$ cat src/rtl/core/stc_pkg.sv
`default_nettype none

package stc_pkg;

    // configuration port
    localparam int unsigned ADDR_W   = 5;
    localparam int unsigned DATA_W   = 32;
    localparam int unsigned TARGET_W = 9;
    localparam int unsigned SHIFT_W  = 3;
    localparam int unsigned NUM_TMR  = 3;

    // input field widths
    localparam int unsigned CYC_W    = 4;
    // cycle count after the widest slowdown shift
    localparam int unsigned SCYC_W   = CYC_W + (1 << SHIFT_W) - 1;

    // timer widths
    localparam int unsigned STAGE_W  = 8;
    localparam int unsigned COUNT_W  = 4;
    localparam int unsigned TICKS_W  = 6;

    localparam logic [TARGET_W-1:0] TARGET_FULL = TARGET_W'(256);
    localparam logic [SHIFT_W-1:0]  SHIFT_RESET = SHIFT_W'(6);

    // register indexes
    typedef enum logic [2:0] {
        REG_ENABLES  = 3'd0,
        REG_TARGET0  = 3'd1,
        REG_TARGET1  = 3'd2,
        REG_TARGET2  = 3'd3,
        REG_SHIFT    = 3'd4
    } t_reg_idx;

    // request and response payloads
    typedef struct packed {
        logic [CYC_W-1:0] instr_cycles;
        logic             slowed;
    } t_req;

    typedef struct packed {
        logic [COUNT_W-1:0] count_zero;
        logic [COUNT_W-1:0] count_one;
        logic [COUNT_W-1:0] count_two;
        logic [TICKS_W-1:0] ticks_applied;
    } t_rsp;

    // configuration register file contents
    typedef struct packed {
        logic [NUM_TMR-1:0]  enables;
        logic [TARGET_W-1:0] target_zero;
        logic [TARGET_W-1:0] target_one;
        logic [TARGET_W-1:0] target_two;
        logic [SHIFT_W-1:0]  shift;
    } t_cfg;

    // microcode
    localparam int unsigned PC_W = 2;

    typedef enum logic [1:0] {
        COND_NONE     = 2'd0,
        COND_NO_REQ   = 2'd1,
        COND_TICK     = 2'd2,
        COND_OUT_BUSY = 2'd3
    } t_cond;

    typedef struct packed {
        logic            in_ready;
        logic            load;
        logic            tick;
        logic            push;
        t_cond           hold;
        logic [PC_W-1:0] next_pc;
    } t_uword;

    // datapath status seen by the sequencer
    typedef struct packed {
        logic req_valid;
        logic tick_pending;
        logic out_busy;
    } t_stat;

    // datapath controls issued by the sequencer
    typedef struct packed {
        logic in_ready;
        logic load;
        logic tick;
        logic push;
    } t_ctrl;

    localparam logic [PC_W-1:0] PC_WAIT = PC_W'(0);
    localparam logic [PC_W-1:0] PC_LOOP = PC_W'(1);
    localparam logic [PC_W-1:0] PC_SEND = PC_W'(2);

    // control store: wait for a request, tick until the residue is short, send
    function automatic t_uword rom(input logic [PC_W-1:0] pc);
        t_uword w;
        w = '{in_ready: 1'b0, load: 1'b0, tick: 1'b0, push: 1'b0,
              hold: COND_NONE, next_pc: PC_WAIT};
        case (pc)
            PC_WAIT: begin
                w.in_ready = 1'b1;
                w.load     = 1'b1;
                w.hold     = COND_NO_REQ;
                w.next_pc  = PC_LOOP;
            end
            PC_LOOP: begin
                w.tick     = 1'b1;
                w.hold     = COND_TICK;
                w.next_pc  = PC_SEND;
            end
            PC_SEND: begin
                w.push     = 1'b1;
                w.hold     = COND_OUT_BUSY;
                w.next_pc  = PC_WAIT;
            end
            default: begin
                w.next_pc  = PC_WAIT;
            end
        endcase
        return w;
    endfunction

endpackage

`default_nettype wire

$ cat src/rtl/core/stc_stream_if.sv
`default_nettype none

interface stc_stream_if #(
    parameter type t_payload = logic
);
    logic     valid;
    logic     ready;
    t_payload payload;

    modport source (output valid, output payload, input ready);
    modport sink   (input valid, input payload, output ready);
endinterface

`default_nettype wire

$ cat src/rtl/core/stc_regs.sv
`default_nettype none

module stc_regs (
    input  wire logic                        i_clk,
    input  wire logic                        i_rst_n,
    input  wire logic                        psel,
    input  wire logic                        penable,
    input  wire logic                        pwrite,
    input  wire logic [stc_pkg::ADDR_W-1:0]  paddr,
    input  wire logic [stc_pkg::DATA_W-1:0]  pwdata,
    output logic      [stc_pkg::DATA_W-1:0]  prdata,
    output logic                             pready,
    output stc_pkg::t_cfg                    o_cfg
);

    stc_pkg::t_cfg    r_cfg;
    stc_pkg::t_cfg    n_cfg;
    stc_pkg::t_reg_idx w_idx;
    logic             w_wr;

    assign pready = 1'b1;
    assign w_idx  = stc_pkg::t_reg_idx'(paddr[stc_pkg::ADDR_W-1:2]);
    assign w_wr   = psel && penable && pwrite;

    // register write decode
    always_comb begin
        n_cfg = r_cfg;
        if (w_wr) begin
            case (w_idx)
                stc_pkg::REG_ENABLES: n_cfg.enables     = pwdata[stc_pkg::NUM_TMR-1:0];
                stc_pkg::REG_TARGET0: n_cfg.target_zero = pwdata[stc_pkg::TARGET_W-1:0];
                stc_pkg::REG_TARGET1: n_cfg.target_one  = pwdata[stc_pkg::TARGET_W-1:0];
                stc_pkg::REG_TARGET2: n_cfg.target_two  = pwdata[stc_pkg::TARGET_W-1:0];
                stc_pkg::REG_SHIFT:   n_cfg.shift       = pwdata[stc_pkg::SHIFT_W-1:0];
                default: ;
            endcase
        end
    end

    always_ff @(posedge i_clk) begin
        if (!i_rst_n) begin
            r_cfg.enables     <= '0;
            r_cfg.target_zero <= stc_pkg::TARGET_FULL;
            r_cfg.target_one  <= stc_pkg::TARGET_FULL;
            r_cfg.target_two  <= stc_pkg::TARGET_FULL;
            r_cfg.shift       <= stc_pkg::SHIFT_RESET;
        end else begin
            r_cfg <= n_cfg;
        end
    end

    // register read mux
    always_comb begin
        case (w_idx)
            stc_pkg::REG_ENABLES: prdata = stc_pkg::DATA_W'(r_cfg.enables);
            stc_pkg::REG_TARGET0: prdata = stc_pkg::DATA_W'(r_cfg.target_zero);
            stc_pkg::REG_TARGET1: prdata = stc_pkg::DATA_W'(r_cfg.target_one);
            stc_pkg::REG_TARGET2: prdata = stc_pkg::DATA_W'(r_cfg.target_two);
            stc_pkg::REG_SHIFT:   prdata = stc_pkg::DATA_W'(r_cfg.shift);
            default:              prdata = '0;
        endcase
    end

    assign o_cfg = r_cfg;

endmodule

`default_nettype wire

$ cat src/rtl/core/stc_timer.sv
`default_nettype none

module stc_timer (
    input  wire logic                          i_clk,
    input  wire logic                          i_rst_n,
    input  wire logic                          i_step,
    input  wire logic [stc_pkg::TARGET_W-1:0]  i_target,
    output logic      [stc_pkg::COUNT_W-1:0]   o_count
);

    logic [stc_pkg::STAGE_W-1:0]  r_stage;
    logic [stc_pkg::COUNT_W-1:0]  r_count;
    logic [stc_pkg::STAGE_W-1:0]  n_stage;
    logic [stc_pkg::COUNT_W-1:0]  n_count;
    logic [stc_pkg::TARGET_W-1:0] w_target;
    logic [stc_pkg::TARGET_W-1:0] w_next;

    // zero or anything past the full period acts as the full period
    assign w_target = (i_target == '0 || i_target > stc_pkg::TARGET_FULL)
                    ? stc_pkg::TARGET_FULL : i_target;
    assign w_next   = stc_pkg::TARGET_W'(r_stage) + stc_pkg::TARGET_W'(1);

    // stage counter wraps at the target and bumps the output counter
    always_comb begin
        n_stage = r_stage;
        n_count = r_count;
        if (i_step) begin
            if (w_next >= w_target) begin
                n_stage = '0;
                n_count = r_count + stc_pkg::COUNT_W'(1);
            end else begin
                n_stage = w_next[stc_pkg::STAGE_W-1:0];
            end
        end
    end

    always_ff @(posedge i_clk) begin
        if (!i_rst_n) begin
            r_stage <= '0;
            r_count <= '0;
        end else begin
            r_stage <= n_stage;
            r_count <= n_count;
        end
    end

    assign o_count = r_count;

endmodule

`default_nettype wire

$ cat src/rtl/core/stc_seq.sv
`default_nettype none

module stc_seq (
    input  wire logic           i_clk,
    input  wire logic           i_rst_n,
    input  stc_pkg::t_stat      i_stat,
    output stc_pkg::t_ctrl      o_ctrl
);

    logic [stc_pkg::PC_W-1:0] r_pc;
    logic [stc_pkg::PC_W-1:0] n_pc;
    stc_pkg::t_uword          w_word;
    logic                     w_hold;

    assign w_word = stc_pkg::rom(r_pc);

    // hold condition of the current step
    always_comb begin
        case (w_word.hold)
            stc_pkg::COND_NO_REQ:   w_hold = !i_stat.req_valid;
            stc_pkg::COND_TICK:     w_hold = i_stat.tick_pending;
            stc_pkg::COND_OUT_BUSY: w_hold = i_stat.out_busy;
            default:                w_hold = 1'b0;
        endcase
    end

    // step counter
    assign n_pc = w_hold ? r_pc : w_word.next_pc;

    always_ff @(posedge i_clk) begin
        if (!i_rst_n) begin
            r_pc <= stc_pkg::PC_WAIT;
        end else begin
            r_pc <= n_pc;
        end
    end

    // control word gated by the step's condition
    always_comb begin
        o_ctrl.in_ready = w_word.in_ready;
        o_ctrl.load     = w_word.load && i_stat.req_valid;
        o_ctrl.tick     = w_word.tick && i_stat.tick_pending;
        o_ctrl.push     = w_word.push && !i_stat.out_busy;
    end

endmodule

`default_nettype wire

$ cat src/rtl/core/sound_cpu_interval_timers_core.sv
`default_nettype none

// channel   dir  payload                                          request moves on
// i_req     in   instr_cycles, slowed                             valid && ready
// o_rsp     out  count_zero, count_one, count_two, ticks_applied  valid && ready
// apb cfg   in   five registers at 4*index                        psel && penable && pwrite
//
// an instruction: the wait step takes the request, the tick loop makes its fast
// ticks, the loop is left once the residue is short, and the send step loads the
// response register
// a new request is taken while the previous response still waits in o_rsp
// a full response register holds the sequencer in its send step
// synchronous active-low reset; counters, residue and prescaler clear to zero
module sound_cpu_interval_timers_core #(
    parameter int unsigned TICK_CYCLES = 32,
    parameter int unsigned SLOW_DIVIDE = 8
) (
    input  wire logic                         i_clk,
    input  wire logic                         i_rst_n,
    stc_stream_if.sink                        i_req,
    stc_stream_if.source                      o_rsp,
    input  wire logic                         psel,
    input  wire logic                         penable,
    input  wire logic                         pwrite,
    input  wire logic [stc_pkg::ADDR_W-1:0]   paddr,
    input  wire logic [stc_pkg::DATA_W-1:0]   pwdata,
    output logic      [stc_pkg::DATA_W-1:0]   prdata,
    output logic                              pready
);

    localparam int unsigned RES_W = (TICK_CYCLES > 2) ? $clog2(TICK_CYCLES) : 1;
    localparam int unsigned ACC_W = $clog2(TICK_CYCLES + (1 << stc_pkg::SCYC_W));
    localparam int unsigned PRE_W = $clog2(SLOW_DIVIDE);

    stc_pkg::t_cfg  w_cfg;
    stc_pkg::t_stat w_stat;
    stc_pkg::t_ctrl w_ctrl;
    stc_pkg::t_req  w_req;

    logic [RES_W-1:0]            r_residue;
    logic [ACC_W-1:0]            r_acc;
    logic [ACC_W-1:0]            n_acc;
    logic [PRE_W-1:0]            r_pre;
    logic [stc_pkg::TICKS_W-1:0] r_ticks;
    logic [stc_pkg::SCYC_W-1:0]  w_cycles;
    logic                        w_slow_tick;
    logic [stc_pkg::NUM_TMR-1:0] w_step;
    logic [stc_pkg::COUNT_W-1:0] w_count [stc_pkg::NUM_TMR];
    logic                        r_out_valid;
    stc_pkg::t_rsp               r_out;

    stc_regs u_regs (
        .i_clk   (i_clk),
        .i_rst_n (i_rst_n),
        .psel    (psel),
        .penable (penable),
        .pwrite  (pwrite),
        .paddr   (paddr),
        .pwdata  (pwdata),
        .prdata  (prdata),
        .pready  (pready),
        .o_cfg   (w_cfg)
    );

    stc_seq u_seq (
        .i_clk   (i_clk),
        .i_rst_n (i_rst_n),
        .i_stat  (w_stat),
        .o_ctrl  (w_ctrl)
    );

    assign w_req       = i_req.payload;
    assign i_req.ready = w_ctrl.in_ready;

    // status back to the sequencer
    assign w_stat.req_valid    = i_req.valid;
    assign w_stat.tick_pending = (r_acc >= ACC_W'(TICK_CYCLES));
    assign w_stat.out_busy     = r_out_valid && !o_rsp.ready;

    // scaled cycle count of the instruction
    assign w_cycles = w_req.slowed
                    ? (stc_pkg::SCYC_W'(w_req.instr_cycles) << w_cfg.shift)
                    : stc_pkg::SCYC_W'(w_req.instr_cycles);

    // cycle accumulator: load residue plus cycles, take one tick's worth per step
    always_comb begin
        n_acc = r_acc;
        if (w_ctrl.load) begin
            n_acc = ACC_W'(r_residue) + ACC_W'(w_cycles);
        end else if (w_ctrl.tick) begin
            n_acc = r_acc - ACC_W'(TICK_CYCLES);
        end
    end

    always_ff @(posedge i_clk) begin
        if (!i_rst_n) begin
            r_acc     <= '0;
            r_residue <= '0;
            r_pre     <= '0;
            r_ticks   <= '0;
        end else begin
            r_acc <= n_acc;
            if (w_ctrl.load) begin
                r_ticks <= '0;
            end else if (w_ctrl.tick) begin
                r_ticks <= r_ticks + stc_pkg::TICKS_W'(1);
            end
            if (w_ctrl.tick) begin
                r_pre <= w_slow_tick ? '0 : r_pre + PRE_W'(1);
            end
            if (w_ctrl.push) begin
                r_residue <= r_acc[RES_W-1:0];
            end
        end
    end

    // slow tick prescaler
    assign w_slow_tick = (r_pre == PRE_W'(SLOW_DIVIDE - 1));

    assign w_step[0] = w_ctrl.tick && w_slow_tick && w_cfg.enables[0];
    assign w_step[1] = w_ctrl.tick && w_slow_tick && w_cfg.enables[1];
    assign w_step[2] = w_ctrl.tick && w_cfg.enables[2];

    stc_timer u_timer0 (
        .i_clk    (i_clk),
        .i_rst_n  (i_rst_n),
        .i_step   (w_step[0]),
        .i_target (w_cfg.target_zero),
        .o_count  (w_count[0])
    );

    stc_timer u_timer1 (
        .i_clk    (i_clk),
        .i_rst_n  (i_rst_n),
        .i_step   (w_step[1]),
        .i_target (w_cfg.target_one),
        .o_count  (w_count[1])
    );

    stc_timer u_timer2 (
        .i_clk    (i_clk),
        .i_rst_n  (i_rst_n),
        .i_step   (w_step[2]),
        .i_target (w_cfg.target_two),
        .o_count  (w_count[2])
    );

    // response register
    always_ff @(posedge i_clk) begin
        if (!i_rst_n) begin
            r_out_valid <= 1'b0;
        end else if (w_ctrl.push) begin
            r_out_valid <= 1'b1;
        end else if (o_rsp.ready) begin
            r_out_valid <= 1'b0;
        end
    end

    always_ff @(posedge i_clk) begin
        if (w_ctrl.push) begin
            r_out.count_zero    <= w_count[0];
            r_out.count_one     <= w_count[1];
            r_out.count_two     <= w_count[2];
            r_out.ticks_applied <= r_ticks;
        end
    end

    assign o_rsp.valid   = r_out_valid;
    assign o_rsp.payload = r_out;

endmodule

`default_nettype wire
$ cat src/flat_wrapper.sv
// flat-port wrapper written by rule: the top's interface ports become plain ports
module sound_cpu_interval_timers_core_flat 
#(
    parameter int unsigned TICK_CYCLES = 32,
    parameter int unsigned SLOW_DIVIDE = 8
)
  (i_clk, i_rst_n, psel, penable, pwrite, paddr, pwdata, prdata, pready, i_req_valid, i_req_payload, i_req_ready, o_rsp_valid, o_rsp_payload, o_rsp_ready);
  stc_stream_if i_req_i ();
  stc_stream_if o_rsp_i ();
  input  wire logic i_clk;
  input  wire logic i_rst_n;
  input  wire logic psel;
  input  wire logic penable;
  input  wire logic pwrite;
  input  wire logic [stc_pkg::ADDR_W-1:0] paddr;
  input  wire logic [stc_pkg::DATA_W-1:0] pwdata;
  output logic      [stc_pkg::DATA_W-1:0] prdata;
  output logic pready;
  input wire logic [$bits(i_req_i.valid)-1:0] i_req_valid;
  input wire logic [$bits(i_req_i.payload)-1:0] i_req_payload;
  output wire logic [$bits(i_req_i.ready)-1:0] i_req_ready;
  output wire logic [$bits(o_rsp_i.valid)-1:0] o_rsp_valid;
  output wire logic [$bits(o_rsp_i.payload)-1:0] o_rsp_payload;
  input wire logic [$bits(o_rsp_i.ready)-1:0] o_rsp_ready;
  assign i_req_i.valid = i_req_valid;
  assign i_req_i.payload = i_req_payload;
  assign i_req_ready = i_req_i.ready;
  assign o_rsp_valid = o_rsp_i.valid;
  assign o_rsp_payload = o_rsp_i.payload;
  assign o_rsp_i.ready = o_rsp_ready;
  sound_cpu_interval_timers_core #(.TICK_CYCLES(TICK_CYCLES), .SLOW_DIVIDE(SLOW_DIVIDE)) u_core (.i_clk(i_clk), .i_rst_n(i_rst_n), .i_req(i_req_i), .o_rsp(o_rsp_i), .psel(psel), .penable(penable), .pwrite(pwrite), .paddr(paddr), .pwdata(pwdata), .prdata(prdata), .pready(pready));
endmodule
$ cat config.mk
export PLATFORM = sky130hd
export DESIGN_NAME = sound_cpu_interval_timers_core_flat
export DESIGN_NICKNAME = d
export VERILOG_FILES = /design/src/rtl/core/stc_pkg.sv /design/src/rtl/core/stc_stream_if.sv /design/src/rtl/core/stc_regs.sv /design/src/rtl/core/stc_timer.sv /design/src/rtl/core/stc_seq.sv /design/src/rtl/core/sound_cpu_interval_timers_core.sv /design/src/flat_wrapper.sv
export SDC_FILE = /design/constraint.sdc
export NUM_CORES = 1
export LEC_CHECK = 0
export BUFFER_PORTS_ARGS = -buffer_cell sky130_fd_sc_hd__buf_2
export CAP_MARGIN = 30
export CORE_MARGIN = 5
export CORE_UTILIZATION = 45
export CTS_CLUSTER_SIZE = 14
export DETAILED_ROUTE_END_ITERATION = 10
export PLACE_DENSITY = 0.73
export SLEW_MARGIN = 20
export SYNTH_ARGS = -nofsm -noshare
export SYNTH_HDL_FRONTEND = slang
export SYNTH_SLANG_ARGS = --single-unit
$ cat constraint.sdc
create_clock -name i_clk -period 2.4 [get_ports i_clk]
set_clock_uncertainty 0.15 [all_clocks]
set_input_delay 0 -clock i_clk [delete_from_list [all_inputs] [get_ports i_clk]]
set_output_delay 0 -clock i_clk [all_outputs]
set_load 0.02 [all_outputs]
Word-level counts from Yosys, hierarchy flattened --
Cells that the tools add are included.
Word-level totals: flip-flop bits (word level) 60, latch bits 0, RAM bits 0, ROM bits 0, word-level logic and storage cells 57, memories 0
Operators by class: $add $sub $neg 3, multiply operators 0, divide/modulo/power cells 0, $lt $le $gt $ge 1, eq/ne operators 9, shifts and indexed selects 1, muxes and demuxes 12, bitwise operators 1, reduce and logical (&&, ||, !) cells 19
Operators by type and width (number):
- 9-bit case mux with 5 select lines | 1
- 12-bit 2-to-1 mux | 2
- 5-bit by 11-bit adder with 12-bit output | 1
- 12-bit by 6-bit greater-or-equal comparator with 1-bit output, second input constant | 1
- 12-bit by 6-bit subtractor with 12-bit output, second input constant | 1
- 11-bit 2-to-1 mux | 1
- 1-bit by 3-bit left shift with 11-bit output, first input constant | 1
- 2-bit AND reduction | 5
- 6-bit by 1-bit adder with 6-bit output, second input constant | 1
- 2-bit equality test, second input constant | 3
- 3-bit by 2-bit equality test with 1-bit output, second input constant | 2
- 1-bit logical AND | 6
- 2-bit case mux with 3 select lines | 1
- 2-bit by 1-bit equality test with 1-bit output, second input constant | 2
- 1-bit 2-to-1 mux | 4
- 2-bit case mux with 2 select lines | 1
- 2-bit nonzero test | 2
- 3-bit by 1-bit equality test with 1-bit output, second input constant | 1
- 3-bit equality test, second input constant | 1
- 1-bit logical NOT | 3
- 3-bit logical NOT | 1
- 1-bit case mux with 3 select lines | 1
- 2-bit logical NOT | 1
- 2-bit 2-to-1 mux | 1
- other kinds (2) | 2

Logic depth before layout (Yosys ltp) --
depth after elaboration 5, gate-level depth with buffers 6

Cells and area by module --
A second synthesis with hierarchy kept.
Unflattened totals: cell total of the unflattened synthesis 254, area total of the unflattened synthesis 2318.5 um^2
Modules (own cells, without submodules):
- stc_regs | times used 1, cells an instance 194, area each 1766.7 um^2, seq. area each 660.6 um^2
- sound_cpu_interval_timers_core | times used 1, cells an instance 47, area each 432.9 um^2, seq. area each 210.2 um^2
- stc_seq | times used 1, cells an instance 13, area each 118.9 um^2, seq. area each 40.0 um^2

Worst setup path before layout --
Ideal clock, no wire load.
path kind reg-to-reg, start point reg u_core.r_acc[8], end point reg u_core.r_acc[11], arrival time 1.363 ns, required time 2.183 ns, setup slack 0.820 ns, stages on the path, launching flop included 4, clock period less this slack 1.580 ns, path through dfxtp_1 > or3_4 > or4_4 > a21oi_2
Between the ends: longest elaborated chain between the ends 3
Ends and longest elaborated chain:
- start, declared | line sound_cpu_interval_timers_core.sv:41 | logic [ACC_W-1:0] r_acc;
- start signal, assigned | line sound_cpu_interval_timers_core.sv:102 | r_acc <= n_acc;
- 12-bit by 6-bit subtractor with 12-bit output / 12-bit by 6-bit greater-or-equal comparator with 1-bit output (equally long branches) | line sound_cpu_interval_timers_core.sv:91, sound_cpu_interval_timers_core.sv:77
- 12-bit 2-to-1 mux / 1-bit logical AND (equally long branches) | line sound_cpu_interval_timers_core.sv:90, stc_seq.sv:42
- 12-bit 2-to-1 mux / 2-bit nonzero test (equally long branches)
Parallel ways exist; a longest one is shown, timed or not. The select of a mux whose other input is x is not followed. A chain may end at the register's enable or synchronous reset.

==> results.py <==
metrics = {
    "status": {
        "status": "finished, final reports clean",
    },
    "worst_setup_path": {
        "r2r_slack_ns": 0.54,
        "cp-start-kind": "primary input",
        "cp-end-kind": "register",
        "worstPathRequired_ns": 2.44,
        "crit_type": "in2reg",
        "worstPathMaxFanout": 2,
        "reg2regPathDepth": 4,
        "arrival_ns": 1.93,
    },
    "place": {
        "dp_cells": 347,
        "hpwl_um": 3320,
        "place_congestion": 0.831,
        "dp_slack_ns": 0.735,
        "portBuffers": 30,
        "dpl-instance-area_um2": 2420,
    },
    "yosys": {
        "ys_warn_count": 0,
        "synth_edf_count": 1,
        "yosysUniqueCellTypes": 42,
        "synthMuxAreaShare": 0.174,
        "syn_area_um2": 2310,
        "syn_avg_cell_area_um2": 8.86,
        "synth-compound-area-share": 0.109,
        "ys_ff_latch": 45,
        "synth_fa_ha_area_frac": 0.00541,
        "synth-xor-area-share": 0,
        "synthSimpleGateAreaFrac": 0.200,
        "synth_top_family_by_area": "simple AND/OR/NAND/NOR gates",
        "async_flop_share": 0,
        "syn_inst": 261,
        "ys_seq_area_frac": 0.394,
        "synth_ff_type": "dfxtp_1",
    },
    "drt": {
        "ant_nets": 0,
        "drt_iter0_markers": 62,
        "vias": 1877,
        "drtPass1Iterations": 4,
        "totalWireLength_um": 4850,
        "viasPerCell": 5.03,
        "routedWlPerCell_um": 13.0,
        "drc": 0,
    },
    "floorplanning": {
        "fp.dieArea_um2": 6670,
        "die_y_um": 81.7,
        "die_w_um": 81.7,
        "coreArea_um2": 5040,
        "start_util": 0.459,
        "ios": 81,
        "row_count": 26,
    },
    "cts": {
        "post_cts_buffers": 0,
        "cts_tree": "done",
        "cts_sinks": 45,
        "cts_max_level": 2,
        "root_buffer": "clkbuf_8",
        "clkSlewWorstSetupHoldPaths_ns": 0.08,
        "worstSkewPairLatency_ns": 0.30,
        "clockBufferDepth": 2,
        "cts_made_buffers": 5,
    },
    "power_and_ir_drop": {
        "power.share.switching": 0.245,
        "clockPowerShare": 0.392,
        "p_int_mw": 1.15,
        "power_mw": 1.52,
        "power.net_switching_uw": 374,
        "power_leakage_nw": 1.14,
        "combPwrFrac": 0.108,
        "seq_power_share": 0.500,
        "irDropWorstVdd_v": 0.000504,
        "powerDensity_nw_per_um2": 560,
    },
    "timing": {
        "hold_ws_ns": 0.0400,
        "hold_viol": 0,
        "min_period_ns": 1.89,
        "fin_tns_setup_ns": 0,
        "slew_viol_final": 0,
        "setup_viol": 0,
        "max_freq_mhz": 529,
        "timing.final.ws_setup_ns": 0.508,
        "tightest_slew_ns": 0.631,
        "slew-limit-headroom": 0.578,
        "rsz0062_at_grt": "no",
        "post-route-period-util": 0.788,
    },
    "finish": {
        "synthToLayoutAreaGrowth_pct": 17.4,
        "drive_gt1_frac": 0.191,
        "fin_area_um2": 2720,
        "finalNonFillerCells": 373,
        "antenna_cells": 0,
        "fin_util": 0.539,
        "nets": 348,
    },
    "min_path": {
        "holdPathStages": 3,
        "hold_class": "in2reg",
    },
    "global_route": {
        "overflow": 0,
        "track_usage": 0.150,
        "grt_pass1_vias": 1785,
        "grt_max_degree": 39,
        "grt_pass1_wl_um": 7750,
        "antenna_found_initial": 0,
    },
    "flow_run": {
        "drv_cap": 0,
    },
}
## cell families after synthesis
kind of cell,Yosys count
and+or+nand+nor,91
buffers and inverters,45
DFF,45
muxes,39
AOI/OAI and AO/OA,38
other,2
adders and majority gates,1
## cell usage after synthesis, types with 2 or more instances
| cell type | instances | area (um^2) |
|---|---|---|
| nor4_1 | 2 | 12.5 |
| o21ai_0 | 7 | 35.0 |
| dfxtp_1 | 44 | 881 |
| o22ai_1 | 3 | 18.8 |
| nor2_1 | 13 | 48.8 |
| or3b_2 | 2 | 17.5 |
| nor2b_1 | 7 | 43.8 |
| a21oi_1 | 8 | 40.0 |
| or3_1 | 2 | 12.5 |
| buf_2 | 6 | 30.0 |
| nand2b_1 | 3 | 18.8 |
| clkbuf_1 | 10 | 37.5 |
| nand3_1 | 7 | 35.0 |
| a21o_1 | 2 | 15.0 |
| buf_4 | 24 | 180 |
| nor3_1 | 3 | 15.0 |
| conb_1 | 2 | 7.51 |
| nand4_1 | 4 | 25.0 |
| inv_1 | 4 | 15.0 |
| a22oi_1 | 12 | 90.1 |
| nand2_1 | 38 | 143 |
| mux2i_1 | 30 | 300 |
| mux2_2 | 9 | 101 |
## per-layer routing
metal  vias to the layer above  wire, um  track usage
met4                         0        75       0.0598
met1                       872      2140        0.171
met2                        50      2350        0.264
met3                         9       287       0.0395
li1                        946         -            -
met5                         -         0            0
## registers in the layout, summed over array words and instances, names as in the netlist
register / count
u_core.r_ticks: 1
u_core.r_acc: 7
u_core.u_regs.o_cfg: 33
u_core.o_rsp.valid: 1
u_core.o_rsp.payload: 1
u_core.u_seq.r_pc: 2
## repair_timing
item	4_1_cts	5_1_grt
hold endpoints to repair	43	0
hold buffers	18	0
resized for setup	0	0
endpoints found under the setup margin	0	0
## worst paths after layout
path,to,start
max,u_core.u_regs.o_cfg[1],pwdata[1]
min,u_core.u_seq.r_pc[0],i_req_valid
max reg2reg,u_core.u_seq.r_pc[1],u_core.u_seq.r_pc[0]
min reg2reg,u_core.u_regs.o_cfg[19],u_core.u_regs.o_cfg[19]
## critical path: stages
cell           delay [ns]
dlygate4sd3_1        0.53
buf_2                0.13
nand4_1              0.06
dlygate4sd3_1        0.55
nand3_1              0.08
dlygate4sd3_1        0.59
## cell type report
| type | count | area (um^2) |
|---|---|---|
| Timing Repair Buffer | 52 | 360 |
| Sequential cell | 45 | 911 |
| Tap cell | 70 | 87.6 |
| Clock inverter | 2 | 37.5 |
| Inverter | 5 | 18.8 |
| Clock buffer | 6 | 82.6 |
| Multi-Input combinational cell | 193 | 1220 |
| Fill cell | 458 | 2330 |
## placed cells by master, fill, tap and decap left out, types with 2 or more instances in the layout
cell type	count
a21o_1	2
a21oi_1	8
a22oi_1	12
buf_2	30
buf_4	4
clkbuf_8	6
conb_1	24
dfxtp_1	44
dlygate4sd3_1	18
inv_1	4
mux2_2	9
mux2i_1	30
nand2_1	38
nand2b_1	3
nand3_1	7
nand4_1	4
nor2_1	13
nor2b_1	7
nor3_1	3
nor4_1	2
o21ai_0	7
o22ai_1	3
or3_1	2
or3b_2	2
## power groups by stage
stage / combinational (mW) / sequential (mW) / clock, mW
3_3_place_gp: 0.145 / 0.779 / 0
2_1_floorplan: 0.139 / 0.779 / 0
5_1_grt: 0.179 / 0.763 / 0.650
3_5_place_dp: 0.146 / 0.779 / 0
6_report: 0.164 / 0.762 / 0.596
4_1_cts: 0.163 / 0.762 / 0.611
No activity file was read; power rests on OpenSTA's default activity.
